## config.mk

```make
export PLATFORM = sky130hd
export DESIGN_NAME = scalar_kalman_filter
export DESIGN_NICKNAME = d
export VERILOG_FILES = /design/src/sv/skf_pkg.sv /design/src/sv/scalar_kalman_filter.sv
export VERILOG_INCLUDE_DIRS = /design/src /design/src/sv
export SDC_FILE = /design/constraint.sdc
export NUM_CORES = 2
export LEC_CHECK = 0
export ABC_AREA = 0
export BUFFER_PORTS_ARGS = -buffer_cell sky130_fd_sc_hd__clkbuf_2
export CELL_PAD_IN_SITES_DETAIL_PLACEMENT = 1
export CELL_PAD_IN_SITES_GLOBAL_PLACEMENT = 1
export CORE_MARGIN = 4
export CORE_UTILIZATION = 25
export CTS_CLUSTER_SIZE = 12
export DETAILED_ROUTE_END_ITERATION = 16
export PLACE_DENSITY = 0.52
export SYNTH_ARGS = -nofsm -noshare
export SYNTH_HDL_FRONTEND = slang
export SYNTH_SLANG_ARGS = --single-unit
```

## constraint.sdc

```tcl
create_clock -name clock -period 17 [get_ports clock]
set_input_delay 3.4 -clock clock [delete_from_list [all_inputs] [get_ports clock]]
set_output_delay 3.4 -clock clock [all_outputs]
set_load 0.02 [all_outputs]
```

## src/sv/scalar_kalman_filter_macros.svh

```systemverilog
// Assertion macros shared by the scalar Kalman filter RTL.
`ifndef SCALAR_KALMAN_FILTER_MACROS_SVH
`define SCALAR_KALMAN_FILTER_MACROS_SVH

// Same-cycle implication, checked on every rising clock edge outside reset.
`define SKF_ASSERT_IMP(lbl, clk, rst, ante, cons, msg) \
   lbl: assert property (@(posedge clk) disable iff (rst) (ante) |-> (cons)) \
      else $error(msg);

// Next-cycle implication, checked on every rising clock edge outside reset.
`define SKF_ASSERT_NXT(lbl, clk, rst, ante, cons, msg) \
   lbl: assert property (@(posedge clk) disable iff (rst) (ante) |=> (cons)) \
      else $error(msg);

`endif

```

## src/sv/skf_pkg.sv

```systemverilog
// Types and constants of the scalar Kalman filter.
`default_nettype none

package skf_pkg;

   localparam int unsigned DATA_W  = 32;
   localparam int unsigned GAIN_W  = 29;
   localparam int unsigned FRAC_W  = 28;
   localparam int unsigned INDEX_W = 3;
   localparam int unsigned PROD_W  = 45;
   localparam int unsigned ACC_W   = 61;

   localparam logic [GAIN_W-1:0] GAIN_ONE = 29'h1000_0000;

   // Register indexes of the configuration port.
   localparam logic [INDEX_W-1:0] REG_INIT_ESTIMATE   = 3'd0;
   localparam logic [INDEX_W-1:0] REG_INIT_COVARIANCE = 3'd1;
   localparam logic [INDEX_W-1:0] REG_PROCESS_NOISE   = 3'd2;
   localparam logic [INDEX_W-1:0] REG_MEAS_NOISE      = 3'd3;

   // Register reset values.
   localparam logic [DATA_W-1:0] RST_INIT_ESTIMATE   = 32'd13107200;
   localparam logic [DATA_W-1:0] RST_INIT_COVARIANCE = 32'd268435456;
   localparam logic [DATA_W-1:0] RST_PROCESS_NOISE   = 32'd26844;
   localparam logic [DATA_W-1:0] RST_MEAS_NOISE      = 32'd80530637;

   // First (most significant) quotient bit position of the gain division.
   localparam logic [4:0] DIV_FIRST_BIT = 5'd28;

   typedef enum logic [3:0] {
      S_IDLE,
      S_DIV,
      S_EST_HI,
      S_EST_LO,
      S_EST_ACC,
      S_EST_FIN,
      S_COV_HI,
      S_COV_LO,
      S_COV_ACC,
      S_COV_FIN
   } state_type;

   typedef struct packed {
      logic div_step;
      logic mul_est;
      logic mul_hi;
      logic acc_load;
      logic acc_add;
      logic est_done;
      logic cov_done;
   } ctl_type;

endpackage

`default_nettype wire

```

## src/sv/scalar_kalman_filter.sv

```systemverilog
// Top level of the scalar Kalman filter: sequencer, shared divider and multiplier.
//
//   Channel  Direction  Handshake            Payload
//   req      in         req_valid/req_stall  req_measurement, req_restart
//   rsp      out        rsp_valid/rsp_stall  rsp_estimate, rsp_gain
//   csr      in         csr_valid/csr_ready  csr_index, csr_wdata
//
// Each request runs the restoring gain divider (one quotient bit per cycle), then
// two passes (high half, low half, accumulate, finish) through the shared
// 29x16 multiplier before the next request can be accepted.
// The result sits in an output register, so a new request is taken while it
// waits; only the final covariance step holds if that register is still full.
// Reset is synchronous and loads the configuration and filter state defaults.
`default_nettype none

`include "scalar_kalman_filter_macros.svh"

module scalar_kalman_filter (
   input  wire logic                                clock,
   input  wire logic                                reset,
   // Request channel.
   input  wire logic                                req_valid,
   output logic                                     req_stall,
   input  wire logic signed [skf_pkg::DATA_W-1:0]   req_measurement,
   input  wire logic                                req_restart,
   // Result channel.
   output logic                                     rsp_valid,
   input  wire logic                                rsp_stall,
   output logic signed [skf_pkg::DATA_W-1:0]        rsp_estimate,
   output logic [skf_pkg::GAIN_W-1:0]               rsp_gain,
   // Configuration write channel.
   input  wire logic                                csr_valid,
   output logic                                     csr_ready,
   input  wire logic [skf_pkg::INDEX_W-1:0]         csr_index,
   input  wire logic [skf_pkg::DATA_W-1:0]          csr_wdata
);

   // Sequencer.
   skf_pkg::state_type state_ff, state_in;
   skf_pkg::ctl_type   ctl;

   // Configuration registers.
   logic [31:0] init_est_ff, init_cov_ff, proc_noise_ff, meas_noise_ff;

   // Filter state: prior estimate and prior covariance.
   logic [31:0] x_ff, x_in;
   logic [31:0] c_ff, c_in;

   // Divider.
   logic [32:0] den_ff, den_in;
   logic [32:0] rem_ff, rem_in;
   logic [28:0] quo_ff, quo_in;
   logic [4:0]  cnt_ff, cnt_in;
   logic [28:0] gain_ff, gain_in;

   // Innovation as sign and magnitude.
   logic        dneg_ff, dneg_in;
   logic [31:0] dmag_ff, dmag_in;

   // Multiplier and accumulator.
   logic [44:0] prod_ff, prod_in;
   logic [60:0] acc_ff, acc_in;

   // Output register.
   logic        rsp_valid_ff, rsp_valid_in;
   logic [31:0] rsp_est_ff, rsp_est_in;
   logic [28:0] rsp_gain_ff, rsp_gain_in;

   logic req_accept;
   logic rsp_take;
   logic out_free;

   assign req_stall  = (state_ff != skf_pkg::S_IDLE);
   assign req_accept = req_valid && !req_stall;
   assign rsp_take   = rsp_valid_ff && !rsp_stall;
   // The output register can take a new result when empty or being emptied.
   assign out_free   = !rsp_valid_ff || !rsp_stall;
   assign csr_ready  = 1'b1;

   assign rsp_valid    = rsp_valid_ff;
   assign rsp_estimate = rsp_est_ff;
   assign rsp_gain     = rsp_gain_ff;

   // ---------------------------------------------------------------------
   // Configuration registers. Writes to indexes beyond the list are dropped.
   // ---------------------------------------------------------------------
   always_ff @(posedge clock) begin
      if (reset) begin
         init_est_ff   <= skf_pkg::RST_INIT_ESTIMATE;
         init_cov_ff   <= skf_pkg::RST_INIT_COVARIANCE;
         proc_noise_ff <= skf_pkg::RST_PROCESS_NOISE;
         meas_noise_ff <= skf_pkg::RST_MEAS_NOISE;
      end else if (csr_valid && csr_ready) begin
         unique case (csr_index)
            skf_pkg::REG_INIT_ESTIMATE:   init_est_ff   <= csr_wdata;
            skf_pkg::REG_INIT_COVARIANCE: init_cov_ff   <= csr_wdata;
            skf_pkg::REG_PROCESS_NOISE:   proc_noise_ff <= csr_wdata;
            skf_pkg::REG_MEAS_NOISE:      meas_noise_ff <= csr_wdata;
            default: ;
         endcase
      end
   end

   // ---------------------------------------------------------------------
   // Next state.
   // ---------------------------------------------------------------------
   always_comb begin
      state_in = state_ff;
      unique case (state_ff)
         skf_pkg::S_IDLE:    if (req_accept) state_in = skf_pkg::S_DIV;
         skf_pkg::S_DIV:     if (cnt_ff == 5'd0) state_in = skf_pkg::S_EST_HI;
         skf_pkg::S_EST_HI:  state_in = skf_pkg::S_EST_LO;
         skf_pkg::S_EST_LO:  state_in = skf_pkg::S_EST_ACC;
         skf_pkg::S_EST_ACC: state_in = skf_pkg::S_EST_FIN;
         skf_pkg::S_EST_FIN: state_in = skf_pkg::S_COV_HI;
         skf_pkg::S_COV_HI:  state_in = skf_pkg::S_COV_LO;
         skf_pkg::S_COV_LO:  state_in = skf_pkg::S_COV_ACC;
         skf_pkg::S_COV_ACC: state_in = skf_pkg::S_COV_FIN;
         skf_pkg::S_COV_FIN: if (out_free) state_in = skf_pkg::S_IDLE;
         default:            state_in = skf_pkg::S_IDLE;
      endcase
   end

   // ---------------------------------------------------------------------
   // Datapath controls decoded from the state.
   // ---------------------------------------------------------------------
   always_comb begin
      ctl = '0;
      unique case (state_ff)
         skf_pkg::S_IDLE:    ;
         skf_pkg::S_DIV:     ctl.div_step = 1'b1;
         skf_pkg::S_EST_HI: begin
            ctl.mul_est = 1'b1;
            ctl.mul_hi  = 1'b1;
         end
         skf_pkg::S_EST_LO: begin
            ctl.mul_est  = 1'b1;
            ctl.acc_load = 1'b1;
         end
         skf_pkg::S_EST_ACC: ctl.acc_add  = 1'b1;
         skf_pkg::S_EST_FIN: ctl.est_done = 1'b1;
         skf_pkg::S_COV_HI:  ctl.mul_hi   = 1'b1;
         skf_pkg::S_COV_LO:  ctl.acc_load = 1'b1;
         skf_pkg::S_COV_ACC: ctl.acc_add  = 1'b1;
         skf_pkg::S_COV_FIN: ctl.cov_done = out_free;
         default: ;
      endcase
   end

   // ---------------------------------------------------------------------
   // Request setup. A restart reloads the prior from the configuration
   // before the measurement is filtered against it.
   // ---------------------------------------------------------------------
   logic [31:0] start_x, start_c;
   logic [32:0] diff;

   assign start_x = req_restart ? init_est_ff : x_ff;
   assign start_c = req_restart ? init_cov_ff : c_ff;
   assign diff    = {req_measurement[31], req_measurement} - {start_x[31], start_x};

   // ---------------------------------------------------------------------
   // Restoring divider: gain = floor(C * 2^28 / (C + R)). The remainder
   // starts at C >> 1 and takes in bit 0 of C on the first step, then zeros.
   // A zero denominator never sets a quotient bit, so the gain is zero.
   // ---------------------------------------------------------------------
   logic [33:0] div_shift;
   logic [33:0] div_diff;
   logic        div_ge;

   assign div_shift = {rem_ff, (cnt_ff == skf_pkg::DIV_FIRST_BIT) ? c_ff[0] : 1'b0};
   assign div_diff  = div_shift - {1'b0, den_ff};
   assign div_ge    = (div_shift >= {1'b0, den_ff}) && (den_ff != 33'd0);

   // ---------------------------------------------------------------------
   // Shared 29x16 multiplier. The estimate pass multiplies the gain by the
   // innovation magnitude; the covariance pass multiplies (1 - gain) by C.
   // Each pass forms the high half product first, then the low half.
   // ---------------------------------------------------------------------
   logic [28:0] mul_a;
   logic [15:0] mul_b;

   assign mul_a = ctl.mul_est ? gain_ff : (skf_pkg::GAIN_ONE - gain_ff);
   always_comb begin
      if (ctl.mul_est) begin
         mul_b = ctl.mul_hi ? dmag_ff[31:16] : dmag_ff[15:0];
      end else begin
         mul_b = ctl.mul_hi ? c_ff[31:16] : c_ff[15:0];
      end
   end
   assign prod_in = 45'(mul_a) * 45'(mul_b);

   always_comb begin
      acc_in = acc_ff;
      if (ctl.acc_load) begin
         acc_in = 61'(prod_ff);
      end else if (ctl.acc_add) begin
         acc_in = {acc_ff[44:0], 16'h0000} + 61'(prod_ff);
      end
   end

   // ---------------------------------------------------------------------
   // Estimate update: X + floor(gain * d / 2^28), saturated. A negative
   // innovation rounds its magnitude up so the shift floors toward minus
   // infinity.
   // ---------------------------------------------------------------------
   logic [61:0] est_round;
   logic [33:0] est_step;
   logic [34:0] est_delta;
   logic [35:0] est_sum;
   logic [31:0] est_sat;

   assign est_round = dneg_ff ? ({1'b0, acc_ff} + 62'h0FFF_FFFF) : {1'b0, acc_ff};
   assign est_step  = est_round[61:28];
   assign est_delta = dneg_ff ? (35'd0 - {1'b0, est_step}) : {1'b0, est_step};
   assign est_sum   = {{4{x_ff[31]}}, x_ff} + {est_delta[34], est_delta};

   always_comb begin
      if (est_sum[35:31] == 5'b00000 || est_sum[35:31] == 5'b11111) begin
         est_sat = est_sum[31:0];
      end else if (est_sum[35]) begin
         est_sat = 32'h8000_0000;
      end else begin
         est_sat = 32'h7FFF_FFFF;
      end
   end

   // ---------------------------------------------------------------------
   // Covariance update: floor((1 - gain) * C / 2^28) + Q, saturated.
   // ---------------------------------------------------------------------
   logic [33:0] cov_sum;
   logic [31:0] cov_sat;

   assign cov_sum = {1'b0, acc_ff[60:28]} + {2'b00, proc_noise_ff};
   assign cov_sat = (cov_sum[33:32] != 2'b00) ? 32'hFFFF_FFFF : cov_sum[31:0];

   // ---------------------------------------------------------------------
   // Next values of the datapath registers.
   // ---------------------------------------------------------------------
   always_comb begin
      x_in         = x_ff;
      c_in         = c_ff;
      den_in       = den_ff;
      rem_in       = rem_ff;
      quo_in       = quo_ff;
      cnt_in       = cnt_ff;
      gain_in      = gain_ff;
      dneg_in      = dneg_ff;
      dmag_in      = dmag_ff;
      rsp_est_in   = rsp_est_ff;
      rsp_gain_in  = rsp_gain_ff;
      rsp_valid_in = rsp_valid_ff && !rsp_take;

      if (req_accept) begin
         x_in    = start_x;
         c_in    = start_c;
         den_in  = {1'b0, start_c} + {1'b0, meas_noise_ff};
         rem_in  = {2'b00, start_c[31:1]};
         cnt_in  = skf_pkg::DIV_FIRST_BIT;
         dneg_in = diff[32];
         dmag_in = diff[32] ? 32'(33'd0 - diff) : diff[31:0];
      end

      if (ctl.div_step) begin
         rem_in = div_ge ? div_diff[32:0] : div_shift[32:0];
         quo_in = {quo_ff[27:0], div_ge};
         cnt_in = cnt_ff - 5'd1;
         if (cnt_ff == 5'd0) begin
            gain_in = {quo_ff[27:0], div_ge};
         end
      end

      if (ctl.est_done) begin
         x_in = est_sat;
      end

      if (ctl.cov_done) begin
         c_in         = cov_sat;
         rsp_est_in   = x_ff;
         rsp_gain_in  = gain_ff;
         rsp_valid_in = 1'b1;
      end
   end

   // Control registers and filter state.
   always_ff @(posedge clock) begin
      if (reset) begin
         state_ff     <= skf_pkg::S_IDLE;
         rsp_valid_ff <= 1'b0;
         x_ff         <= skf_pkg::RST_INIT_ESTIMATE;
         c_ff         <= skf_pkg::RST_INIT_COVARIANCE;
         cnt_ff       <= 5'd0;
      end else begin
         state_ff     <= state_in;
         rsp_valid_ff <= rsp_valid_in;
         x_ff         <= x_in;
         c_ff         <= c_in;
         cnt_ff       <= cnt_in;
      end
   end

   // Payload registers.
   always_ff @(posedge clock) begin
      den_ff      <= den_in;
      rem_ff      <= rem_in;
      quo_ff      <= quo_in;
      gain_ff     <= gain_in;
      dneg_ff     <= dneg_in;
      dmag_ff     <= dmag_in;
      prod_ff     <= prod_in;
      acc_ff      <= acc_in;
      rsp_est_ff  <= rsp_est_in;
      rsp_gain_ff <= rsp_gain_in;
   end

   // ---------------------------------------------------------------------
   // Assertions.
   // ---------------------------------------------------------------------
   `SKF_ASSERT_NXT(a_accept_starts_div, clock, reset, req_accept,
      state_ff == skf_pkg::S_DIV, "accepted request did not start the divider")

   `SKF_ASSERT_IMP(a_div_rem_bound, clock, reset,
      (state_ff == skf_pkg::S_DIV) && (den_ff != 33'd0), rem_ff < den_ff,
      "divider remainder reached the denominator")

   `SKF_ASSERT_NXT(a_div_ends, clock, reset,
      (state_ff == skf_pkg::S_DIV) && (cnt_ff == 5'd0),
      state_ff == skf_pkg::S_EST_HI, "divider did not hand over to the multiplier")

   `SKF_ASSERT_IMP(a_gain_bound, clock, reset, rsp_valid_ff,
      rsp_gain_ff <= skf_pkg::GAIN_ONE, "result gain above one")

   `SKF_ASSERT_IMP(a_result_source, clock, reset, $rose(rsp_valid_ff),
      $past(state_ff) == skf_pkg::S_COV_FIN, "result appeared outside the final step")

endmodule

`default_nettype wire

```

# After elaboration in Yosys (flattened, before gate mapping)
# Index checks and enable logic that the tools add are counted.
word_totals:
  reg_bits: 525
  latchBits: 0
  ram_bits: 0
  rom_bits: 0
  inputBits: 73
  output_inout_bits: 64
  wordCells: 117
  n_memories: 0
op_classes:
  n_addsub: 11
  mul: 1
  div: 0
  magnitude_cmp: 1
  eq_ne: 17
  shift: 0
  muxes: 36
  bitwise_logic: 0
  n_reduce_logical: 31
op_table:
  columns: ["cell", "count"]
  rows:
  - ["$mux W32", 10]
  - ["$mux W33", 3]
  - ["$mux W45", 2]
  - ["$add A61 B28 Y62 const B", 1]
  - ["$mux W62", 1]
  - ["$add A61 B45 Y61", 1]
  - ["$mux W16", 3]
  - ["$mul A29 B16 Y45", 1]
  - ["$pmux W4 S10", 1]
  - ["$add A32 B35 Y36", 1]
  - ["$mux W35", 1]
  - ["$sub A1 B34 Y35 const A", 1]
  - ["$add A33 B32 Y34", 1]
  - ["$ge A34 B33 Y1", 1]
  - ["$add A32 B32 Y33", 1]
  - ["$reduce_bool A33 Y1", 1]
  - ["$sub A32 B32 Y33", 1]
  - ["$sub A33 B33 Y33", 1]
  - ["$sub A1 B32 Y32 const A", 1]
  - ["$mux W29", 1]
  - ["$sub A29 B29 Y29 const A", 1]
  - ["$eq A4 B3 Y1 const B", 4]
  - ["$mux W4", 3]
  - ["$eq A5 B5 Y1 const B", 2]
  - ["other kinds (20)", 53]

# Depth between registers and ports, before layout
logic_depth:
  ltp_word: 9
  depth_mapped: 34

# Worst setup path after synthesis
# OpenSTA, ideal clock, no wires.
synth_timing:
  path_kind: "flip-flop to flip-flop"
  startpoint: "register state_ff[0]"
  endpoint: "register prod_ff[44]"
  setup_ns: 0.127
  arrival_ns: 8.008
  required_ns: 16.873
  setup_slack_ns: 8.865
  stages_incl_launch_ff: 31
  n_path_buf: 4
  period_less_slack_ns: 8.135
  cell_sequence: "dfxtp_1 clkbuf_1 nor2_1 and2_1 clkbuf_1 clkbuf_1 mux2i_1 o21ai_1 clkbuf_1 nand2_1 fa_1 inv_1 fa_1 fa_1 fa_1 fa_1 inv_1 fa_1 inv_1 ha_1 a21o_1 a21o_1 a21o_1 a21o_1 a221oi_1 o31a_1 o2111ai_1 nand3_1 nand2_1 a221oi_1 xnor2_1"
synth_between:
  elab_chain_cells: 6
  elab_cells_between_ends: 12
  classes_between: "mul: 1; eq/ne: 3; mux: 6; reduce/logical: 2"
synth_rtl:
  columns: ["element", "line_no", "rtl"]
  rows:
  - ["from (decl)", "scalar_kalman_filter.sv:39", "skf_pkg::state_type state_ff, state_in;"]
  - ["from (signal assigned)", "scalar_kalman_filter.sv:287", "state_ff <= skf_pkg::S_IDLE;"]
  - ["from (signal assigned)", "scalar_kalman_filter.sv:293", "state_ff <= state_in;"]
  - ["$eq A4 B3 Y1 / $eq A4 B2 Y1 (equally long branches)", "scalar_kalman_filter.sv:129", "unique case (state_ff)"]
  - ["$reduce_or A2 Y1 (no source line)", null, null]
  - ["$mux W1", "scalar_kalman_filter.sv:129", null]
  - ["$mux W16 (on tied branches)", "scalar_kalman_filter.sv:187, scalar_kalman_filter.sv:185", null]
  - ["$mux W16", "scalar_kalman_filter.sv:184", "if (ctl.mul_est) begin"]
  - ["$mul A29 B16 Y45 (*)", "scalar_kalman_filter.sv:190", "assign prod_in = 45'(mul_a) * 45'(mul_b);"]
  - ["named net prod_in[44]", "scalar_kalman_filter.sv:61", "logic [44:0] prod_ff, prod_in;"]
  - ["to (signal assigned)", "scalar_kalman_filter.sv:309", "prod_ff <= prod_in;"]
  - ["to (decl)", "scalar_kalman_filter.sv:61", null]
# Mark *: on every way through the listed nets, which the timed path passes. The rest lies on a longest branch.
# A chain may end at the register's enable or synchronous reset.

# Worst setup path in the final report
layout_timing:
  startpoint: "register gain_ff[0]"
  endpoint: "register prod_ff[43]"
layout_between:
  elab_chain_cells: 3
layout_rtl:
  columns: ["element", "line_no", "rtl"]
  rows:
  - ["from (decl)", "scalar_kalman_filter.sv:54", "logic [28:0] gain_ff, gain_in;"]
  - ["from (signal assigned)", "scalar_kalman_filter.sv:306", "gain_ff <= gain_in;"]
  - ["$sub A29 B29 Y29", "scalar_kalman_filter.sv:182", "assign mul_a = ctl.mul_est ? gain_ff : (skf_pkg::GAIN_ONE - gain_ff);"]
  - ["$mux W29 (*)", "scalar_kalman_filter.sv:182", null]
  - ["$mul A29 B16 Y45 (*)", "scalar_kalman_filter.sv:190", null]
  - ["named net prod_in[43]", "scalar_kalman_filter.sv:61", null]
# Marked as above.

==> results.sh <==
export IMPL_status="finished, final reports clean"
export IMPL_max_freq_ghz=0.106
export IMPL_min_path_type="flop to flop"
export IMPL_dp_cells=7649
export IMPL_grt_ovfl_total=0
export IMPL_setup_viol=0
export IMPL_crit_type="flop to flop"
export IMPL_cts_setup_buffers=0
export IMPL_stdcell_count=7777
export IMPL_cts_tree="built"
export IMPL_ys_ff_latch=525
export IMPL_routed_via_density=4.86
export IMPL_synth_distinct_cells=89
export IMPL_syn_to_final_growth_pct=13.3
export IMPL_r2r_worst_path_cells=32
export IMPL_synth_top_cell_area_share_pct=17.1
export IMPL_fill_cells=21492
export IMPL_drcViolationCount=0
export IMPL_final_nets=6026
export IMPL_pre_cts_slack_ns=7.65
export IMPL_hold_depth=0
export IMPL_crit_path_frequent_cell="fa_1"
export IMPL_path_buf_inv=6
export IMPL_clk_latency_ns=0.68
export IMPL_yosysTopAreaCell="edfxtp_1"
export IMPL_fin_setup_tns_ns=0
export IMPL_port_buffers=135
export IMPL_switching_share_pct=46.2
export IMPL_slew_headroom_pct=19.3
export IMPL_timing_rr_start="gain_ff[0]"
export IMPL_numCtsBuffers=68
export IMPL_start_util_pct=25.1
export IMPL_critPathMaxFanout=12
export IMPL_pwr_share_seq_pct=24.9
export IMPL_num_vias=37765
export IMPL_grt_max_degree=82
export IMPL_core_area_um2=183000
export IMPL_period_needed_ns=9.44
export IMPL_critPathRequiredTime_ns=17.58
export IMPL_post_route_period_util_pct=55.5
export IMPL_dieWidth_um=437
export IMPL_ctsHoldBuffers=0
export IMPL_num_rows=157
export IMPL_utilization_pct=28.5
export IMPL_max_cap_violations=0
export IMPL_cts_htree_levels=3
export IMPL_pwr_share_comb_pct=54.1
export IMPL_grt_pass1_vias=40101
export IMPL_synth_common_cells="nand2_1 (760), inv_1 (526), nor2_1 (426)"
export IMPL_ant_nets=0
export IMPL_p_leak_nw=22.2
export IMPL_routabilityCongestion=0.841
export IMPL_grt_first_pass_wirelength_um=268000
export IMPL_drive_above_1_share_pct=8.25
export IMPL_cts_root_buffer="clkbuf_16"
export IMPL_syn_nets=5936
export IMPL_crit_family="adder cells"
export IMPL_antenna_found_initial=6
export IMPL_syn_area_um2=46000
export IMPL_netlist_top_cells_area="edfxtp_1 (17%), fa_1 (17%), dfxtp_1 (11%)"
export IMPL_r2r_slack_ns=7.56
export IMPL_async_flop_share_pct=0
export IMPL_cp_slowest_stage_delay_ns=0.72
export IMPL_rr_endpoint="prod_ff[43]"
export IMPL_synth_edf_count=262
export IMPL_synth_warnings=0
export IMPL_peakVddDrop_v=0.0000737
export IMPL_synthCells=5165
export IMPL_rsz0062_at_grt="no"
export IMPL_clk_path_buf_depth=3
export IMPL_die_area_um2=191000
export IMPL_maxSlewViolCount=0
export IMPL_tightest_slew_ns=1.18
export IMPL_worst_setup_path_start_kind="flop"
export IMPL_crit_arrival_ns=10.03
export IMPL_dpl_hpwl_um=143000
export IMPL_cp_slowest_cell="xor2_1"
export IMPL_wl_per_cell_um=23.1
export IMPL_fin_ws_ns=7.56
export IMPL_drt_pass1_iter_count=5
export IMPL_p_sw_w=0.00330
export IMPL_totalWireLength_um=180000
export IMPL_grt_use_total_pct=18.6
export IMPL_cp_end_kind="flop"
export IMPL_ios=137
export IMPL_hold_path_end="acc_ff[6]"
export IMPL_ys_flop_type="dfxtp_1"
export IMPL_synth_most_common_cell="nand2_1"
export IMPL_synth_seq_area_share_pct=28.5
export IMPL_p_int_w=0.00384
export IMPL_clk_pin_slew_worst_paths_ns=0.06
export IMPL_clockPowerShare_pct=20.9
export IMPL_clock_sinks=525
export IMPL_fin_skew_ns=0.0384
export IMPL_hp_start="prod_ff[6]"
export IMPL_post_cts_resized=0
export IMPL_crit_path_start="gain_ff[0]"
export IMPL_p_per_area_nw_per_um2=137
export IMPL_drtIter0Drc=2017
export IMPL_die_h_um=437
export IMPL_synth_avg_cell_area_um2=8.91
export IMPL_hold_viol_final=0
-- metrics by stage --
stage	total power [W]	instance area, um^2	hold WS (ns)
2_1_floorplan	0.00438	46000	0.386
3_3_place_gp	0.00567	49800	0.386
3_5_place_dp	0.00571	49800	0.390
4_1_cts	0.00725	52100	0.371
5_1_grt	0.00775	52100	0.393
6_report	0.00714	52100	0.385
-- routing by layer --
| layer | GRT usage (%) | wire length (um) | vias to the layer above |
|---|---|---|---|
| met3 | 2.27 | 6550 | 163 |
| met4 | 4.53 | 4580 | 0 |
| met1 | 24.8 | 82000 | 19230 |
| li1 | - | - | 17741 |
| met5 | 0 | 0 | - |
| met2 | 31.9 | 86800 | 631 |
-- placed cells by master (no fill, tap or decap), drive strengths merged, types with 140 or more instances in the layout --
cell type | Yosys | routed
nand2 | 761 | 761
inv | 527 | 531
nor2 | 426 | 426
a21oi | 420 | 420
fa | 382 | 382
ha | 316 | 316
dfxtp | 263 | 263
edfxtp | 262 | 262
clkbuf | 183 | 227
xnor2 | 215 | 215
o21ai | 206 | 206
xor2 | 140 | 140
-- power groups by stage --
stage | clock (W) | combinational, W | sequential (W)
global route | 0.00159 | 0.00436 | 0.00180
detailed placement | 0 | 0.00390 | 0.00181
CTS | 0.00154 | 0.00392 | 0.00178
global placement | 0 | 0.00386 | 0.00181
finish | 0.00149 | 0.00387 | 0.00178
floorplan | 0 | 0.00269 | 0.00169
-- sequential cells by signal, summed over array words and instances, names as in the netlist, 33 cells and up --
| name | flops |
|---|---|
| rem_ff | 33 |
| acc_ff | 61 |
| prod_ff | 45 |
| den_ff | 33 |
-- kinds of logic after synthesis --
| family | synth area share [%] |
|---|---|
| other | 0.00815 |
| XOR/XNOR | 6.76 |
| multiplexers | 2.73 |
| adder cells (fa/ha/maj) | 25.2 |
| AND/OR/NAND/NOR | 15.7 |
| flip-flops | 28.5 |
| buffers and inverters | 5.97 |
| AO/OA/AOI/OAI | 15.0 |
-- worst max path at each step --
stage                   to  slack [ns]  depth (start not counted)
4_1_cts        prod_ff[43]        7.55                         32
6_report       prod_ff[43]        7.56                         32
3_5_place_dp   prod_ff[43]        7.65                         32
3_3_place_gp   prod_ff[43]        7.69                         32
2_1_floorplan  prod_ff[44]        8.87                         30
5_1_grt        prod_ff[43]        7.04                         32
-- layout make-up --
type | instances | area, um^2 | share of cell area, %
clock buffers | 94 | 1980 | 3.81
inverters | 527 | 1980 | 3.80
flip-flops and latches | 525 | 13100 | 25.2
repair buffers | 222 | 1340 | 2.57
well taps | 2464 | 3080 | 5.91
multi-input cells | 3911 | 30300 | 58.1
clock inverters | 32 | 308 | 0.590
diodes | 2 | 5.00 | 0.00960
(Power assumes the default switching activity.)
